File: config.mk
export PLATFORM = sky130hd
export DESIGN_NAME = mips_reloc_to_overlay_reloc_core
export DESIGN_NICKNAME = d
export VERILOG_FILES = /design/src/rtl/mrto_pkg.sv /design/src/rtl/mips_reloc_to_overlay_reloc_core.sv /design/src/rtl/mrto_cfg_regs.sv /design/src/rtl/mrto_conv.sv
export VERILOG_INCLUDE_DIRS = /design/src /design/src/rtl
export SDC_FILE = /design/constraint.sdc
export NUM_CORES = 1
export LEC_CHECK = 0
export BUFFER_PORTS_ARGS = -buffer_cell sky130_fd_sc_hd__buf_4
export CAP_MARGIN = 20
export CORE_MARGIN = 2
export CORE_UTILIZATION = 55
export DETAILED_ROUTE_END_ITERATION = 8
export PLACE_DENSITY_LB_ADDON = 0.08
export SYNTH_ARGS = -nofsm -noshare
export SYNTH_HDL_FRONTEND = slang
export SYNTH_SLANG_ARGS = --single-unit
File: constraint.sdc
create_clock -name clk -period 3.7 [get_ports clk]
set_clock_uncertainty 0.05 [all_clocks]
set_input_delay 0.37 -clock clk [delete_from_list [all_inputs] [get_ports clk]]
set_output_delay 0.37 -clock clk [all_outputs]
set_load 0.03 [all_outputs]
File: src/rtl/assert_macros.svh
// ---------------------------------------------------------------------------
// assertion helper macros
// concurrent checks clocked on a rising edge, off while reset is asserted
// ---------------------------------------------------------------------------
`ifndef ASSERT_MACROS_SVH
`define ASSERT_MACROS_SVH

// same-cycle implication
`define ASSERT_IMPLIES(label, clk, rst_n, ante, cons) \
	label: assert property (@(posedge clk) disable iff (!rst_n) (ante) |-> (cons)) \
		else $error("assertion failed");

// next-cycle implication
`define ASSERT_NEXT(label, clk, rst_n, ante, cons) \
	label: assert property (@(posedge clk) disable iff (!rst_n) (ante) |=> (cons)) \
		else $error("assertion failed");

`endif

File: src/rtl/mrto_pkg.sv
// ---------------------------------------------------------------------------
// mrto_pkg
// shared types and constants of the relocation converter
// ---------------------------------------------------------------------------
`timescale 1ns / 1ps

package mrto_pkg;

	// relocation type codes
	localparam logic [7:0] T_WORD32 = 8'd2;
	localparam logic [7:0] T_JUMP26 = 8'd4;
	localparam logic [7:0] T_HI16   = 8'd5;
	localparam logic [7:0] T_LO16   = 8'd6;

	// configuration register indexes
	localparam logic REG_SECTION_INDEX = 1'b0;
	localparam logic REG_SECTION_BASE  = 1'b1;

	// overlay window, low bound inclusive, high bound exclusive
	localparam logic [31:0] WIN_LOW  = 32'h80d0_0000;
	localparam logic [31:0] WIN_HIGH = 32'h8100_0000;
	localparam logic [31:0] SEG_MASK = 32'hf000_0000;

	typedef struct packed {
		logic [15:0] half;
		logic        valid;
		logic [23:0] offset;
	} pend_state_t;

	typedef struct packed {
		logic [31:0] word;
		logic        has_word;
		logic        unknown_type;
		logic        last;
	} result_t;

	typedef struct packed {
		logic [1:0]  section_index;
		logic [31:0] section_base;
	} cfg_t;

	typedef struct packed {
		result_t     res;
		logic        consume;
		pend_state_t nxt;
	} conv_out_t;

endpackage

File: src/rtl/mips_reloc_to_overlay_reloc_core.sv
// ---------------------------------------------------------------------------
// mips_reloc_to_overlay_reloc_core
// a taken request passes the input stage, then the result register
// throughput: one request per cycle unless stalled; a paired lo16 makes two results
// reset: arst_n clears the configuration, the pending hi16 state and both valids
// ---------------------------------------------------------------------------
`timescale 1ns / 1ps
`include "assert_macros.svh"

module mips_reloc_to_overlay_reloc_core
	import mrto_pkg::*;
(
	input  logic        clk,
	input  logic        arst_n,
	input  logic        cfg_we,
	input  logic        cfg_index,
	input  logic [31:0] cfg_data,
	input  logic        s_tvalid,
	output logic        s_tready,
	input  logic [71:0] s_tdata,   // reloc_type[7:0], reloc_address[39:8], data_word[71:40]
	output logic        m_tvalid,
	input  logic        m_tready,
	output logic [31:0] m_tdata,   // reloc_word[31:0]
	output logic [1:0]  m_tuser,   // has_word[0], unknown_type[1]
	output logic        m_tlast
);

	cfg_t        cfg;
	pend_state_t pend_q;
	conv_out_t   conv;

	logic        valid_s1;
	logic [7:0]  type_s1;
	logic [31:0] addr_s1;
	logic [31:0] data_s1;

	logic        out_valid_q;
	result_t     out_q;

	logic        load_out;
	logic        advance;

	mrto_cfg_regs u_cfg (
		.clk       (clk),
		.arst_n    (arst_n),
		.cfg_we    (cfg_we),
		.cfg_index (cfg_index),
		.cfg_data  (cfg_data),
		.cfg       (cfg)
	);

	mrto_conv u_conv (
		.cfg           (cfg),
		.pend          (pend_q),
		.reloc_type    (type_s1),
		.reloc_address (addr_s1),
		.data_word     (data_s1),
		.conv          (conv)
	);

	assign load_out = valid_s1 && (!out_valid_q || m_tready);
	assign advance  = load_out && conv.consume;
	assign s_tready = !valid_s1 || advance;

	// input stage
	always_ff @(posedge clk or negedge arst_n) begin
		if (!arst_n) begin
			valid_s1 <= 1'b0;
		end else if (s_tready) begin
			valid_s1 <= s_tvalid;
		end
	end

	always_ff @(posedge clk) begin
		if (s_tready && s_tvalid) begin
			type_s1 <= s_tdata[7:0];
			addr_s1 <= s_tdata[39:8];
			data_s1 <= s_tdata[71:40];
		end
	end

	// pending hi16 state moves with every result produced
	always_ff @(posedge clk or negedge arst_n) begin
		if (!arst_n) begin
			pend_q <= '0;
		end else if (load_out) begin
			pend_q <= conv.nxt;
		end
	end

	// result register
	always_ff @(posedge clk or negedge arst_n) begin
		if (!arst_n) begin
			out_valid_q <= 1'b0;
		end else if (!out_valid_q || m_tready) begin
			out_valid_q <= valid_s1;
		end
	end

	always_ff @(posedge clk) begin
		if (load_out) begin
			out_q <= conv.res;
		end
	end

	assign m_tvalid = out_valid_q;
	assign m_tdata  = out_q.word;
	assign m_tuser  = {out_q.unknown_type, out_q.has_word};
	assign m_tlast  = out_q.last;

	`ASSERT_NEXT(a_hi16_sets_pending, clk, arst_n,
		advance && type_s1 == T_HI16, pend_q.valid)
	`ASSERT_NEXT(a_split_keeps_item, clk, arst_n,
		load_out && !conv.res.last, valid_s1 && !pend_q.valid)
	`ASSERT_IMPLIES(a_first_half_not_taken, clk, arst_n,
		load_out && !conv.res.last, !s_tready)
	`ASSERT_IMPLIES(a_no_word_is_zero, clk, arst_n,
		m_tvalid && !m_tuser[0], m_tdata == 32'h0)

endmodule

File: src/rtl/mrto_cfg_regs.sv
// ---------------------------------------------------------------------------
// mrto_cfg_regs
// section index and section base registers behind the write port
// ---------------------------------------------------------------------------
`timescale 1ns / 1ps

module mrto_cfg_regs
	import mrto_pkg::*;
(
	input  logic        clk,
	input  logic        arst_n,
	input  logic        cfg_we,
	input  logic        cfg_index,
	input  logic [31:0] cfg_data,
	output cfg_t        cfg
);

	cfg_t cfg_q;

	always_ff @(posedge clk or negedge arst_n) begin
		if (!arst_n) begin
			cfg_q <= '0;
		end else if (cfg_we) begin
			unique case (cfg_index)
				REG_SECTION_INDEX: cfg_q.section_index <= cfg_data[1:0];
				REG_SECTION_BASE:  cfg_q.section_base  <= cfg_data;
				default: ;
			endcase
		end
	end

	assign cfg = cfg_q;

endmodule

File: src/rtl/mrto_conv.sv
// ---------------------------------------------------------------------------
// mrto_conv
// converts one relocation into one result and the next pending hi16 state
// ---------------------------------------------------------------------------
`timescale 1ns / 1ps

module mrto_conv
	import mrto_pkg::*;
(
	input  cfg_t        cfg,
	input  pend_state_t pend,
	input  logic [7:0]  reloc_type,
	input  logic [31:0] reloc_address,
	input  logic [31:0] data_word,
	output conv_out_t   conv
);

	logic [31:0] off_full;
	logic [23:0] off;
	logic [31:0] hl_addr;
	logic [31:0] j_addr;

	function automatic result_t emit(input logic [1:0] sec, input logic [7:0] typ,
			input logic [31:0] addr, input logic [23:0] offs, input logic lst);
		result_t r;
		r = '0;
		r.last = lst;
		if (addr >= WIN_LOW && addr < WIN_HIGH) begin
			r.word = {2'(sec + 2'd1), typ[5:0], offs};
			r.has_word = 1'b1;
		end
		return r;
	endfunction

	assign off_full = reloc_address - cfg.section_base;
	assign off      = off_full[23:0];
	assign hl_addr  = {pend.half, 16'h0000} + {{16{data_word[15]}}, data_word[15:0]};
	assign j_addr   = {4'h0, data_word[25:0], 2'b00} | (cfg.section_base & SEG_MASK);

	always_comb begin
		conv          = '0;
		conv.res.last = 1'b1;
		conv.consume  = 1'b1;
		conv.nxt      = pend;
		case (reloc_type)
			T_HI16: begin
				conv.nxt.half   = data_word[15:0];
				conv.nxt.offset = off;
				conv.nxt.valid  = 1'b1;
			end
			T_LO16: begin
				// pending hi16 goes out first, the lo16 word follows as the next result
				if (pend.valid) begin
					conv.res       = emit(cfg.section_index, T_HI16, hl_addr,
						pend.offset, 1'b0);
					conv.consume   = 1'b0;
					conv.nxt.valid = 1'b0;
				end else begin
					conv.res = emit(cfg.section_index, T_LO16, hl_addr, off, 1'b1);
				end
			end
			T_JUMP26: conv.res = emit(cfg.section_index, T_JUMP26, j_addr, off, 1'b1);
			T_WORD32: conv.res = emit(cfg.section_index, T_WORD32, data_word, off, 1'b1);
			default:  conv.res.unknown_type = 1'b1;
		endcase
	end

endmodule

# After elaboration in Yosys (flattened, before gate mapping)

Index checks and enable logic that the tools add are counted.

Bits in read-only memories: 0
Register bits: 176
Output and inout port bits: 37
RAM bits: 0
Memories: 0
Input bits: 110
Word-level logic and storage cells: 55
Latch bits: 0

Muxes and demuxes: 10
Multiply operators: 0
$add $sub $neg: 3
$lt $le $gt $ge: 6
Bitwise operators: 2
Divide/modulo/power cells: 0
Eq/ne operators: 4
Shifts and indexed selects: 0
Reduce and logical (&&, ||, !) cells: 16

Operators by type and width:

| cell                                                                   | count |
|---|---|
| 33-bit two-way mux                                                     | 4 |
| 33-bit case mux with 3 select lines                                    | 1 |
| 32-bit >= comparator (second input constant)                           | 3 |
| 32-bit < comparator (second input constant)                            | 3 |
| 35-bit two-way mux                                                     | 1 |
| 32-bit adder                                                           | 1 |
| 28-bit by 32-bit bitwise OR with 32-bit output                         | 1 |
| 8-bit by 3-bit equality test with 1-bit output (second input constant) | 3 |
| 24-bit subtractor                                                      | 1 |
| 8-bit by 2-bit equality test with 1-bit output (second input constant) | 1 |
| 2-bit AND reduction                                                    | 4 |
| 1-bit logical AND                                                      | 6 |
| 1-bit case mux with 2 select lines                                     | 2 |
| 3-bit OR reduction                                                     | 1 |
| 2-bit by 1-bit adder with 2-bit output (second input constant)         | 1 |
| 1-bit zero test                                                        | 2 |
| 1-bit logical OR                                                       | 2 |
| 1-bit two-way mux                                                      | 2 |
| 2-bit nonzero test                                                     | 1 |
| 1-bit NOT                                                              | 1 |

# Longest topological paths before layout

Gate-level depths: netlist of run 1.

Word-level depth: 6
Mapped depth: 12
Depth with buffers taken out: 12

# Modules after synthesis

From an unflattened synthesis of run 1, not the netlist that was laid out.

Cell total of the unflattened synthesis: 778
Area total of the unflattened synthesis: 9,524.1 um^2

Modules (own cells, without submodules):

| module                           | cells each | sequential area each (um^2) | instances | area each (um^2) |
|---|---|---|---|---|
| mips_reloc_to_overlay_reloc_core | 202        | 4,289.1                     | 1         | 4,999.8 |
| mrto_conv                        | 503        | 0.0                         | 1         | 3,131.8 |
| mrto_cfg_regs                    | 73         | 850.8                       | 1         | 1,392.6 |

# Worst setup path before layout of run 1

No wires, ideal clock.

Path kind: reg2reg
From: register data_s1[15]
To: register out_q (netlist bit m_tdata[13]) (data pin)
Buffers on the path: 2
Data required time: 3.519 ns
Data arrival time: 3.231 ns
Clock period less this slack: 3.412 ns
Setup time: 0.131 ns
Slack: 0.288 ns
Stages on the path, launching flop included: 13
Path through: edfxtp_1 > ha_1 > fa_1 > a211oi_2 > o21a_1 > a211oi_1 > nor4_2 > nand4_1 > or4_1 > buf_6 > nor2_8 > buf_6 > a22o_1

RTL lines:

| element                | RTL line                                | source |
|---|---|---|
| from (decl)            | mips_reloc_to_overlay_reloc_core.sv:35  | `logic [31:0] data_s1;` |
| from (signal assigned) | mips_reloc_to_overlay_reloc_core.sv:78  | `data_s1 <= s_tdata[71:40];` |
| to (signal assigned)   | mips_reloc_to_overlay_reloc_core.sv:102 | `out_q <= conv.res;` |
| to (decl)              | mips_reloc_to_overlay_reloc_core.sv:38  | `result_t out_q;` |

==> results of run 1 <==
[flip-flops by register name (all words and copies together) (netlist names)]
name,count
m_tlast,1
u_cfg.cfg,30
m_tvalid,1
pend_q,41
m_tdata,29
data_s1,30
valid_s1,1
type_s1,8
addr_s1,24
m_tuser,2
[power by group through the flow]
stage	clock network, mW	logic (mW)	registers, mW
floorplan	0	0.566	2.26
global placement	0	0.840	2.22
detailed placement	0	0.867	2.23
CTS	1.73	0.874	2.19
global route	1.82	0.975	2.21
finish	1.70	0.880	2.19
[metal layers]
metal  up-vias  global-route usage [%]  part of all wire (%)
li1       2508                       -                     -
met1      2544                    28.4                    44
met2       161                    34.2                    47
met3        16                    7.39                   7.1
met4         0                    6.54                   1.3
met5         -                       0                     0
[timing repair]
action,CTS,global route
setup endpoints to repair,0,26
hold endpoints to repair,0,27
buffers inserted,0,1
gates resized for setup,0,4
hold buffers,0,1
[layout make-up]
class	count	area [um2]	area share, %
inverters	39	146	1.50
clock inverters	15	149	1.52
flip-flops and latches	167	4650	47.5
well taps	184	230	2.35
repair buffers	139	1080	11.1
clock buffers	17	425	4.35
multi-input cells	373	3100	31.7
[cells in the final DEF, fill, tap and decap left out, types with 18 or more instances in the layout]
master and n:
buf_4 135, a21oi_1 33, inv_1 39, nand2_1 18, a22o_1 19, edfxtp_1 94
dfrtp_1 73, ha_1 38, mux2_2 67
[cells by family after synthesis]
kind of cell             synth area share [%]
AND/OR/NAND/NOR                          7.12
other                                  0.0470
flip-flops                               58.3
multiplexers                             9.84
buffers and inverters                    3.36
XOR/XNOR                                 2.86
adder cells (fa/ha/maj)                  6.46
AO/OA/AOI/OAI                            12.0
[stage by stage]
| stage | cells | util [%] | cell area, um2 | hold slack [ns] |
|---|---|---|---|---|
| final | 934 | 68.1 | 9780 | 0.0652 |
| after global routing | 934 | 68.1 | 9780 | 0.0402 |
| after CTS | 930 | 67.4 | 9690 | 0.0470 |
| after detailed placement | 898 | 63.4 | 9110 | 0.415 |
| after global placement | 898 | 63.4 | 9110 | 0.407 |
| after floorplan | 595 | - | 7980 | 0.0244 |
[critical path, stage by stage, from the launching register on]
cell and delay (ns):
edfxtp_1 0.39, buf_4 0.22, fa_1 0.44, a211oi_2 0.32, o21a_1 0.20, a211oi_1 0.08
nor4_2 0.29, nand4_1 0.16, or4_4 0.63, nor2_8 0.27, a22o_1 0.19
[path summary, 6_finish.rpt]
check / start / to / slack, ns
worst min-delay path: s_tdata[13] / addr_s1[5] / 0.07
worst max-delay path: data_s1[15] / m_tdata[19] / 0.33
worst min register to register: data_s1[5] / pend_q[30] / 0.43
min in group asynchronous: arst_n / m_tvalid / 0.37
max in group asynchronous: arst_n / u_cfg.cfg[17] / 2.66
worst max register to register: data_s1[15] / m_tdata[19] / 0.33
==> metrics.cfg, run 1 <==
[synth]
syn_area_um2=7980
yosysWarnings=0
synth.distinct_cells=66
async_flop_share_pct=43.7
synth_flop_cell=edfxtp_1
postSynthCellCount=593
yosysTopAreaCellShare_pct=35.4
synth-seq-cells=167
ys_seq_area_share_pct=58.3
synth_enable_flop_cells=94
avgSynthCellArea_um2=13.4
synth.most_common_cell=edfxtp_1
synth_common_cells=94 x edfxtp_1, 73 x dfrtp_1, 67 x mux2_2
ys_top_cells_by_area=edfxtp_1 35%, dfrtp_1 23%, mux2_2 9.5%
yosys.area.top_type=edfxtp_1

[drt]
antenna_left=0
first_iter_violations=386
drc=0
wl_per_cell_um=17.2
vias_per_cell=5.60
route.vias.total=5229
drt_pass1_iterations=5
totalWireLength_um=16000

[sta]
layout_min_cycle_time_ns=3.37
slew_headroom_pct=49.4
worstMarginPinSlew_ns=0.760
setup_ws_ns=0.332
max_freq_mhz=297
hold_violations=0
setup_tns_ns=0
finalCritPeriodShare_pct=91.0
slew_viol_final=0
grt_setup_unrepaired=no
finalSetupViolCount=0

[pwr]
p_sw_share_pct=27.6
p_sw_mw=1.32
seqPwrFrac_pct=45.9
total_power_mw=4.77
leakage_nw=4.29
ir_worst_vdd_mv=0.485
p_per_area_nw_per_um2=488
p_int_mw=3.46
p_clk_share_pct=35.6
comb_power_share_pct=18.4

[clock_network]
tritoncts=built
h-tree-depth=4
clock-sinks=167
clk_latency_ns=0.43
cts_root_buf=clkbuf_16
ctsLongestPathBuffers=2
clk_pin_slew_worst_paths_ns=0.07
cts-buffers-inserted=17

[grt]
grt.total_usage_pct=21.6
grt-ovfl-total=0
grt_pass1_wl_um=26300
grt_max_degree=74
antenna_found_initial=0
grt_pass1_vias=5390

[worst_setup_path]
required_ns=3.94
arrival_ns=3.61
startpoint_type=register
worstPathMaxFanout=17
rr_worst_depth=10
end_kind=register
worstSetupPathType=reg2reg

[final_layout]
nNetsFinal=887
layout-drive-gt1-share_pct=34.4
area_growth_pct=22.6
fillers=1047
diodes=0

[floorplan]
rows=44
dieArea_um2=15500
num_io_pins=147
start_util_pct=55.5
fp.dieW_um=124
core-area_um2=14400
dieHeight_um=124

[status]
status=finished, final reports clean

[worst_hold_path]
worst_hold_path_type=in2reg
min_path_cells=1

[placement]
pre_cts_ws_ns=0.203
place_congestion=0.867
dpl.hpwl_um=10900
io_buffers=129

[run]
cap_violations=0

Power figures use the tool's default switching activity.
==> run 2: changes to the inputs <==
- CELL_PAD_IN_SITES_DETAIL_PLACEMENT: unset -> 0
- CELL_PAD_IN_SITES_GLOBAL_PLACEMENT: unset -> 1
- CORE_UTILIZATION: 55 -> 45
==> metrics.cfg, run 2 (synthesis gave the netlist of run 1 again) <==
[floorplan]
fp.dieW_um=137  ; +10%
num_io_pins=147  ; unchanged
core-area_um2=17300  ; +20%
rows=48  ; +9.1%
start_util_pct=46.1  ; -9.4 points
dieHeight_um=137  ; +10%
dieArea_um2=18800  ; +21%

[worst_setup_path]
arrival_ns=3.60  ; about the same
end_kind=register
required_ns=3.83  ; -0.11 ns
worstPathMaxFanout=4  ; -13
startpoint_type=register
worstSetupPathType=reg2reg

[placement]
place_congestion=0.894  ; +3.1%
io_buffers=129  ; unchanged
dpl.hpwl_um=11200  ; +2.8%
placed_cells=940  ; +4.7%

[status]
status=finished, final reports clean

[final_layout]
final_cells=976  ; +4.5%
fillers=1455  ; +39%
fin_util_pct=57.0  ; -11 points
layout-drive-gt1-share_pct=34.4  ; -0.046 points
mostFrequentLayoutCells=136 x buf_4, 94 x edfxtp_1, 73 x dfrtp_1
nNetsFinal=888  ; +0.11%
top_register=pend_q
layout_commonest_cell=buf_4
diodes=0  ; unchanged
area_growth_pct=23.6
largest_register_ffs=41  ; unchanged

[sta]
slew_headroom_pct=56.1  ; +6.8 points
finalCritPeriodShare_pct=93.5  ; +2.5 points
hold_violations=0  ; unchanged
finalSetupViolCount=0  ; unchanged
layout_min_cycle_time_ns=3.46  ; +0.0925 ns
worstMarginPinSlew_ns=0.654  ; -0.106 ns
slew_viol_final=0  ; unchanged
setup_tns_ns=0  ; unchanged
grt_setup_unrepaired=no
max_freq_mhz=289  ; -2.7%

[grt]
grt_pass1_vias=5132  ; -4.8%
grt_pass1_wl_um=25300  ; -3.9%
grt_max_degree=74  ; unchanged
grt.total_usage_pct=17.8  ; -3.8 points
use_met3_pct=5.26  ; -2.1 points
grt-ovfl-total=0  ; unchanged
grt_util_met1_pct=23.6  ; -4.8 points
antenna_found_initial=0  ; unchanged
busiest_layer=met2
gr-usage-met2_pct=28.2  ; -6.0 points

[drt]
route.vias.total=5117  ; -2.1%
totalWireLength_um=16100  ; +0.63%
first_iter_violations=171  ; -56%
vias_per_cell=5.24  ; -6.4%
wl_per_cell_um=16.5  ; -3.7%
antenna_left=0  ; unchanged
drt_pass1_iterations=4  ; -1
drc=0  ; unchanged

[clock_network]
clk_latency_ns=0.44  ; about the same
h-tree-depth=4  ; unchanged
cts-buffers-inserted=17  ; unchanged
clk_pin_slew_worst_paths_ns=0.08  ; about the same
tritoncts=built
ctsLongestPathBuffers=2  ; unchanged
clock-sinks=167  ; unchanged
cts_root_buf=clkbuf_16

[pwr]
p_per_area_nw_per_um2=488  ; about the same
ir_worst_vdd_mv=0.393  ; -19%
leakage_nw=4.31  ; +0.41%
total_power_mw=4.81  ; +0.69%

[worst_hold_path]
worst_hold_path_type=in2reg

[run]
cap_violations=0  ; unchanged

-- run 2: cell count changes in the layout (fill, tap and decap cells not counted), sizes merged --
cell and delta:
inv +3, clkinvlp -2, buf +1, bufinv -1
-- run 2: power breakdown --
group | internal, mW | switching, mW | leakage (nW) | total [mW]
Combinational | 0.392 | 0.487 | 2.18 | 0.879
Clock | 0.904 | 0.837 | 0.285 | 1.74
Sequential | 2.12 | 0.0629 | 1.85 | 2.19
-- run 2: final cells by class --
type	instances	area [um2]	area share, %
sequential	167	4650	47.2
clock buffer	17	425	4.32
clock inverter	15	163	1.65
inverter	39	146	1.49
multi-input combinational	373	3090	31.4
tap	225	282	2.86
timing repair buffer	140	1100	11.1
-- run 2: stage by stage --
step,hold WS (ns),area [um2],worst slack [ns]
floorplan,0.0244,7980,0.288
detailed placement,0.415,9190,0.146
global placement,0.408,9190,0.172
global route,0.0346,9850,0.0277
finish,0.0548,9850,0.240
CTS,0.0413,9770,0.125
-- run 2: what timing repair did --
item                                    CTS  global route
hold endpoints to repair                  0            14
resized for setup                         0             2
endpoints found under the setup margin    0            24
hold buffers                              0             1
buffers inserted                          0             1
-- run 2: path summary, 6_finish.rpt --
path	startpoint	to	slack (ns)	cells past startpoint
max in group asynchronous	arst_n	u_cfg.cfg[9]	2.73	3
max reg2reg	addr_s1[0]	m_tdata[18]	0.24	12
min in group asynchronous	arst_n	pend_q[32]	0.29	2
min	s_tdata[44]	data_s1[4]	0.05	1
max	addr_s1[0]	m_tdata[18]	0.24	12
min reg2reg	data_s1[0]	pend_q[25]	0.43	1
-- run 2: critical path, cell delays in order (launching register included) --
cell      delay [ns]
edfxtp_1        0.37
inv_1           0.08
ha_1            0.17
inv_1           0.06
fa_1            0.44
a211oi_1        0.35
o21ai_0         0.22
a31oi_1         0.48
o41ai_2         0.22
a21o_1          0.22
a21oi_1         0.16
xnor2_1         0.14
a22o_2          0.24
-- run 2: routing by layer --
| layer | share of wire, % | up-vias |
|---|---|---|
| met5 | 0 | - |
| met4 | 1.5 | 0 |
| met3 | 8.1 | 19 |
| met2 | 47 | 143 |
| met1 | 43 | 2438 |
| li1 | - | 2517 |
==> run 3: changes to the inputs <==
- CAP_MARGIN: 20 -> 15
- clock period: 3.7 -> 3.9 ns (I/O delays scaled with it)
==> metrics.cfg, run 3 (synthesis gave the netlist of run 1 again) <==
[status]
status=finished, final reports clean

[final_layout]
diodes=0  ; unchanged
layout_commonest_cell=buf_4
mostFrequentLayoutCells=135 x buf_4, 94 x edfxtp_1, 73 x dfrtp_1
largest_register_ffs=41  ; unchanged
top_register=pend_q
nNetsFinal=882  ; -0.68%
fillers=1432  ; -1.6%
area_growth_pct=22.2
register_area_um2=4650  ; unchanged
layout-drive-gt1-share_pct=33.7  ; -0.66 points
final_cells=970  ; -0.61%
multiInputGateArea_um2=3070  ; -0.73%

[clock_network]
post_cts_buffers=0  ; unchanged
cts_root_buf=clkbuf_16
hold_buffers=0  ; unchanged
tritoncts=built
h-tree-depth=4  ; unchanged
cts-buffers-inserted=17  ; unchanged
clk_latency_ns=0.42  ; -0.02 ns
clock-sinks=167  ; unchanged
cts.repair.resized=0  ; unchanged
clk_pin_slew_worst_paths_ns=0.07  ; about the same
ctsLongestPathBuffers=2  ; unchanged

[grt]
grt_pass1_wl_um=25200  ; -0.30%
busiest_layer=met2
grt_util_met1_pct=23.9  ; +0.33 points
grt_pass1_vias=4948  ; -3.6%
gr-usage-met2_pct=27.3  ; -0.88 points
antenna_found_initial=0  ; unchanged
use_met3_pct=5.63  ; +0.37 points
grt-ovfl-total=0  ; unchanged
grt.total_usage_pct=17.7  ; -0.063 points
grt_max_degree=74  ; unchanged

[drt]
vias_per_cell=5.27  ; +0.56%
antenna_left=0  ; unchanged
wl_per_cell_um=16.3  ; -1.1%
drc=0  ; unchanged
first_iter_violations=256  ; +50%
route.vias.total=5114  ; -0.059%
drt_pass1_iterations=4  ; unchanged
totalWireLength_um=15900  ; -1.8%

[worst_setup_path]
worstSetupPathType=reg2reg
startpoint_type=register
worstPathMaxFanout=24  ; +20
r2r_slack_ns=0.28  ; +0.04 ns
arrival_ns=3.87  ; +0.27 ns
required_ns=4.14  ; +0.31 ns
end_kind=register

[run]
cap_violations=0  ; unchanged

[floorplan]
dieArea_um2=18800  ; unchanged
fp.dieW_um=137  ; unchanged
start_util_pct=46.1  ; unchanged
num_io_pins=147  ; unchanged
dieHeight_um=137  ; unchanged
core-area_um2=17300  ; unchanged
rows=48  ; unchanged

[pwr]
total_power_mw=4.56  ; -5.1%
ir_worst_vdd_mv=0.317  ; -19%
p_per_area_nw_per_um2=468  ; -4.1%
leakage_nw=4.26  ; -1.1%

[sta]
layout_min_cycle_time_ns=3.62  ; +0.162 ns
worstMarginPinSlew_ns=0.981  ; +0.327 ns
whs_ns=0.0690  ; +0.0142 ns
max_freq_mhz=276  ; -4.5%
slew_viol_final=0  ; unchanged
slew_headroom_pct=34.6  ; -22 points
finalSetupViolCount=0  ; unchanged
finalCritPeriodShare_pct=92.9  ; -0.65 points
grt_setup_unrepaired=no
hold_violations=0  ; unchanged
setup_tns_ns=0  ; unchanged

[placement]
placed_cells=938  ; -0.21%
place_congestion=0.916  ; +2.4%
io_buffers=129  ; unchanged
dpl.hpwl_um=11100  ; -0.79%

[worst_hold_path]
worst_hold_path_type=in2async

[run 3: changes by cell type in the layout (fill, tap and decap cells not counted), sizes merged]
cell,change
buf,-4
clkinv,-4
inv,+2
bufinv,+1
clkinvlp,+1
dlygate4sd3,-1
nor2,-1
[run 3: stage by stage]
stage / utilization (%) / cell area, um2 / worst slack, ns
after floorplan: - / 7980 / 0.488
after global placement: 53.0 / 9160 / 0.279
after detailed placement: 53.0 / 9160 / 0.268
after CTS: 56.3 / 9740 / 0.238
after global routing: 56.3 / 9740 / 0.0226
final: 56.3 / 9740 / 0.278
[run 3: layout make-up]
class,instances,area share (%)
inverter,39,1.50
sequential,167,47.7
clock buffer,17,4.37
timing repair buffer,135,10.4
tap,225,2.89
clock inverter,15,1.64
multi-input combinational,372,31.5
[run 3: final timing paths]
| check | from | endpoint | depth (start not counted) |
|---|---|---|---|
| max | data_s1[15] | m_tdata[14] | 10 |
| min | arst_n | valid_s1 | 1 |
| max reg2reg | data_s1[15] | m_tdata[14] | 10 |
| min reg2reg | pend_q[3] | pend_q[3] | 2 |
| max in group asynchronous | arst_n | pend_q[14] | 1 |
| min in group clk | s_tdata[43] | data_s1[3] | 1 |
[run 3: worst max-delay path: stages (launching register included)]
cell	delay [ns]
edfxtp_1	0.39
buf_4	0.22
fa_1	0.44
a211oi_2	0.31
o21a_1	0.20
a211oi_1	0.08
nor4_2	0.29
nand4_1	0.15
or4_1	0.74
nor2_8	0.39
a22o_2	0.22
[run 3: routing by layer]
layer  vias to the layer above  share of wire [%]  wire (um)
li1                       2502                  -          -
met1                      2458                 46       7220
met2                       143                 46       7290
met3                        11                7.4       1170
met4                         0                1.0        163
met5                         -                  0          0
[run 3: report_power, final]
part / total [mW] / switching (mW) / internal [mW]
logic: 0.822 / 0.457 / 0.366
registers: 2.08 / 0.0604 / 2.02
clock network: 1.66 / 0.752 / 0.909
